**src/rtl/zsq_pkg.sv**
```systemverilog
`timescale 1ns / 1ps
// ----------------------------------------------------------------------------
// zsq_pkg
// shared constants and types of the z-score dual range quantizer
// ----------------------------------------------------------------------------
package zsq_pkg;
	localparam int BLOCK_ITEMS  = 2048;
	localparam int SAMPLE_ITEMS = 16;
	localparam int WIN = (SAMPLE_ITEMS < BLOCK_ITEMS) ? SAMPLE_ITEMS : BLOCK_ITEMS;
	localparam int WIN_W = (WIN > 1) ? $clog2(WIN) : 1;
	localparam int POS_W = $clog2(BLOCK_ITEMS);
	localparam int SUM_W = 24 + WIN_W + 1;
	localparam int SQ_W  = 48 + WIN_W + 1;

	localparam logic [2:0] CFG_USE_FIXED = 3'd0;
	localparam logic [2:0] CFG_MEAN      = 3'd1;
	localparam logic [2:0] CFG_INV_STD   = 3'd2;
	localparam logic [2:0] CFG_SHIFT     = 3'd3;
	localparam logic [2:0] CFG_SCALE     = 3'd4;

	// one queued job for the back part, with the statistics it is normalised by
	typedef struct packed {
		logic signed [23:0] x;
		logic signed [23:0] mean;
		logic [23:0]        inv;
		logic               last_blk;
		logic               last_run;
	} job_t;

	localparam int QDEPTH = 4;
	localparam int QPTR_W = 2;
endpackage

```
**src/rtl/zsq_queue.sv**
```systemverilog
`timescale 1ns / 1ps
// ----------------------------------------------------------------------------
// zsq_queue
// small job queue between front and back
// ----------------------------------------------------------------------------
module zsq_queue import zsq_pkg::*; (
	input  logic clk,
	input  logic arst_n,
	input  logic push,
	input  job_t din,
	output logic full,
	output logic pop_valid,
	input  logic pop,
	output job_t dout
);
	job_t             mem_q [QDEPTH];
	logic [QPTR_W-1:0] wp_q, rp_q;
	logic [QPTR_W:0]   cnt_q;

	// two slots kept in hand so a flush read in flight always fits
	assign full = (cnt_q >= (QPTR_W+1)'(QDEPTH - 2));
	assign pop_valid = (cnt_q != '0);
	assign dout = mem_q[rp_q];

	always_ff @(posedge clk) begin
		if (push)
			mem_q[wp_q] <= din;
	end

	always_ff @(posedge clk or negedge arst_n) begin
		if (!arst_n) begin
			wp_q <= '0;
			rp_q <= '0;
			cnt_q <= '0;
		end else begin
			if (push)
				wp_q <= wp_q + 1'b1;
			if (pop)
				rp_q <= rp_q + 1'b1;
			cnt_q <= cnt_q + (QPTR_W+1)'(push) - (QPTR_W+1)'(pop);
		end
	end
endmodule

```
**config.mk**
```make
export PLATFORM = sky130hd
export DESIGN_NAME = zsq_queue
export DESIGN_NICKNAME = d
export VERILOG_FILES = /design/src/rtl/zsq_pkg.sv /design/src/rtl/zsq_queue.sv
export SDC_FILE = /design/constraint.sdc
export NUM_CORES = 1
export LEC_CHECK = 0
export BUFFER_PORTS_ARGS = -buffer_cell sky130_fd_sc_hd__buf_2
export CAP_MARGIN = 20
export CORE_MARGIN = 1.5
export CORE_UTILIZATION = 45
export CTS_CLUSTER_DIAMETER = 120
export DETAILED_ROUTE_END_ITERATION = 6
export GPL_ROUTABILITY_DRIVEN = 0
export PLACE_DENSITY = 0.68
export SETUP_SLACK_MARGIN = 0.1
export SYNTH_ARGS = -nofsm -noshare
export SYNTH_HDL_FRONTEND = slang
export SYNTH_SLANG_ARGS = --single-unit
export TNS_END_PERCENT = 20
```
**constraint.sdc**
```tcl
create_clock -name clk -period 7.6 [get_ports clk]
set_input_delay 0 -clock clk [delete_from_list [all_inputs] [get_ports clk]]
set_output_delay 0 -clock clk [all_outputs]
set_load 0.01 [all_outputs]
```
==> metrics.cfg <==
[setup_path]
slowest_stage=buf_4
cp.arrival_ns=3.07
worstPathCellList=buf_4, mux4_2, buf_2
crit_required_ns=7.60
crit_path_end_kind=output port
path_class=flip-flop to output port
path_buf_inv=2
worstSetupStartpointType=flip-flop
path_delay_family=buffers and inverters
cp_slowest_stage_delay_ns=0.84
critPathMaxFanout=46

[synthesis]
synth_seq_area_share_pct=81.5
synthCells=423
synth-seq-cells=303
synth_area_sq_mm=0.0111
yosys_warnings=0
synthesis.nets=509
synth_area_per_cell_sq_um=26.3
ys_types=18

[grt]
grt_usage_pct=16.1
overflow=0
grt_pass1_vias=5725
grt_max_degree=76
antenna_found_initial=1
grt_pass1_wl_mm=31.5

[timing]
whs_ns=0.196
setup_violations=0
fmax_mhz=326
setup_ws_ns=4.53
worst_pin_slew_ns=0.944
rsz0062_at_grt=no
slew_violations=0
fin_crit_sh_pct=40.3
finalCriticalPeriod_ns=3.07
max_slew_margin_pct=37.1
hold_viol_final=0
skew_ns=0.0178
fin_tns_setup_ns=0

[clock_network]
tritoncts=yes
clockBufferDepth=3
postCtsSetupBuffers=0
clock-root-buffer=clkbuf_16
numCtsBuffers=31
cts.hold.buffers_added=78
ctsResizeCount=0
cts.sinks=303
clock_latency_ns=0.55
clkTransAtPathRegs_ns=0.06
cts_max_level=1

[placed_design]
dp_slack_ns=4.97
port_buffers=153
dp_hpwl_mm=11.6
dpl-instance-area_sq_mm=0.0122

[die]
core_sq_mm=0.0243
ioPinCount=154
dieArea_sq_mm=0.0257
dieWidth_um=160
die_height_um=160
initial_core_util_pct=45.7
rows=57

[status]
status=complete, no violations

[final_layout]
fin_area_sq_mm=0.0139
layout.cells.most_common_list=edfxtp_1 (296), buf_2 (153), dlygate4sd3_1 (78)
antenna_cells=0
nets=762
drive_gt1_share_pct=40.3
final_common_cell=edfxtp_1
syn_to_final_growth_pct=24.9

[power_and_ir_drop]
peakVddDrop_mv=0.257
p_per_area_mw_per_mm2=365
p_total_w=0.00507
power.leakage_nw=4.82

[flow_run]
maxCapViolations=0

[drt]
drc=0
ant_nets=0
drt_first_iter_violations=293
totalWireLength_mm=20.3
wl_per_cell_um=19.9
vias=5194
viasPerCell=5.08
dr.pass1.iters=4

[hold_path]
hold_class=input pin to flip-flop

-- flip-flops by register name, indices dropped and copies added (netlist names) --
| signal | count |
|---|---|
| cnt_q | 3 |
| mem_q | 296 |
| rp_q | 2 |
| wp_q | 2 |
-- cell families after synthesis --
group	count (synthesis)	synth area share, %
buffers and inverters	25	1.81
XOR/XNOR	4	0.315
flip-flops	303	81.5
AO/OA/AOI/OAI	2	0.112
AND/OR/NAND/NOR	7	0.337
adder cells (fa/ha/maj)	8	0.967
multiplexers	74	15.0
-- cell type report --
cell class,count,area (sq um)
clock buffer,45,848
clock inverter,11,63.8
fill,1809,10400
inverter,8,30.0
multi-input combinational,95,1870
sequential,303,9070
tap,324,405
timing repair buffer,237,1610
-- cells in the mapped netlist, drive strengths merged --
master	number	area, sq um
nand2	2	7.51
inv	8	30.0
buf	15	164
xnor2	1	8.76
xor2	3	26.3
and2	4	25.0
edfxtp	296	8890
dfrtp	7	175
nand3	1	5.00
clkbuf	2	7.51
fa	1	20.0
o31ai	1	7.51
mux4	74	1670
ha	7	87.6
o21ai	1	5.00
-- worst reg2reg max path, cell delays in order, from the launching register on --
cell and delay [ns]:
dfrtp_1 0.42, inv_1 0.10, ha_1 0.15, and2_4 0.51, buf_4 0.65
-- power breakdown --
part	total [W]	internal, W	leakage [nW]	switching (W)
logic	0.00138	0.000673	1.58	0.000709
clock network	0.00134	0.000770	0.448	0.000575
registers	0.00234	0.00219	2.80	0.000152
-- final timing paths --
path	slack, ns	start	endpoint	depth (start not counted)
min in group asynchronous	0.44	arst_n	cnt_q[2]$_DFF_PN0_	3
max in group asynchronous	6.85	arst_n	rp_q[0]$_DFFE_PN0P_	3
worst min-delay path	0.20	din[69]	mem_q[0][69]$_DFFE_PP_	2
worst max-delay path	4.53	rp_q[0]$_DFFE_PN0P_	dout[61]	3
worst min register to register	0.54	wp_q[0]$_DFFE_PN0P_	wp_q[0]$_DFFE_PN0P_	1
worst max register to register	5.37	wp_q[0]$_DFFE_PN0P_	mem_q[0][46]$_DFFE_PP_	4
-- metal layers --
| layer | wire length, um | up-vias | GRT usage (%) |
|---|---|---|---|
| li1 | - | 2319 | - |
| met1 | 8400 | 2695 | 20.3 |
| met2 | 10500 | 140 | 28.2 |
| met3 | 988 | 38 | 3.38 |
| met4 | 452 | 2 | 4.46 |
| met5 | 13 | - | 0 |
-- per-stage QoR --
step	std cells	util, %
detailed placement	888	50.1
CTS	1022	57.0
global route	1023	57.2
global placement	888	50.1
finish	1023	57.2
floorplan	423	-
Note: power is estimated with default switching activity, not from simulation.
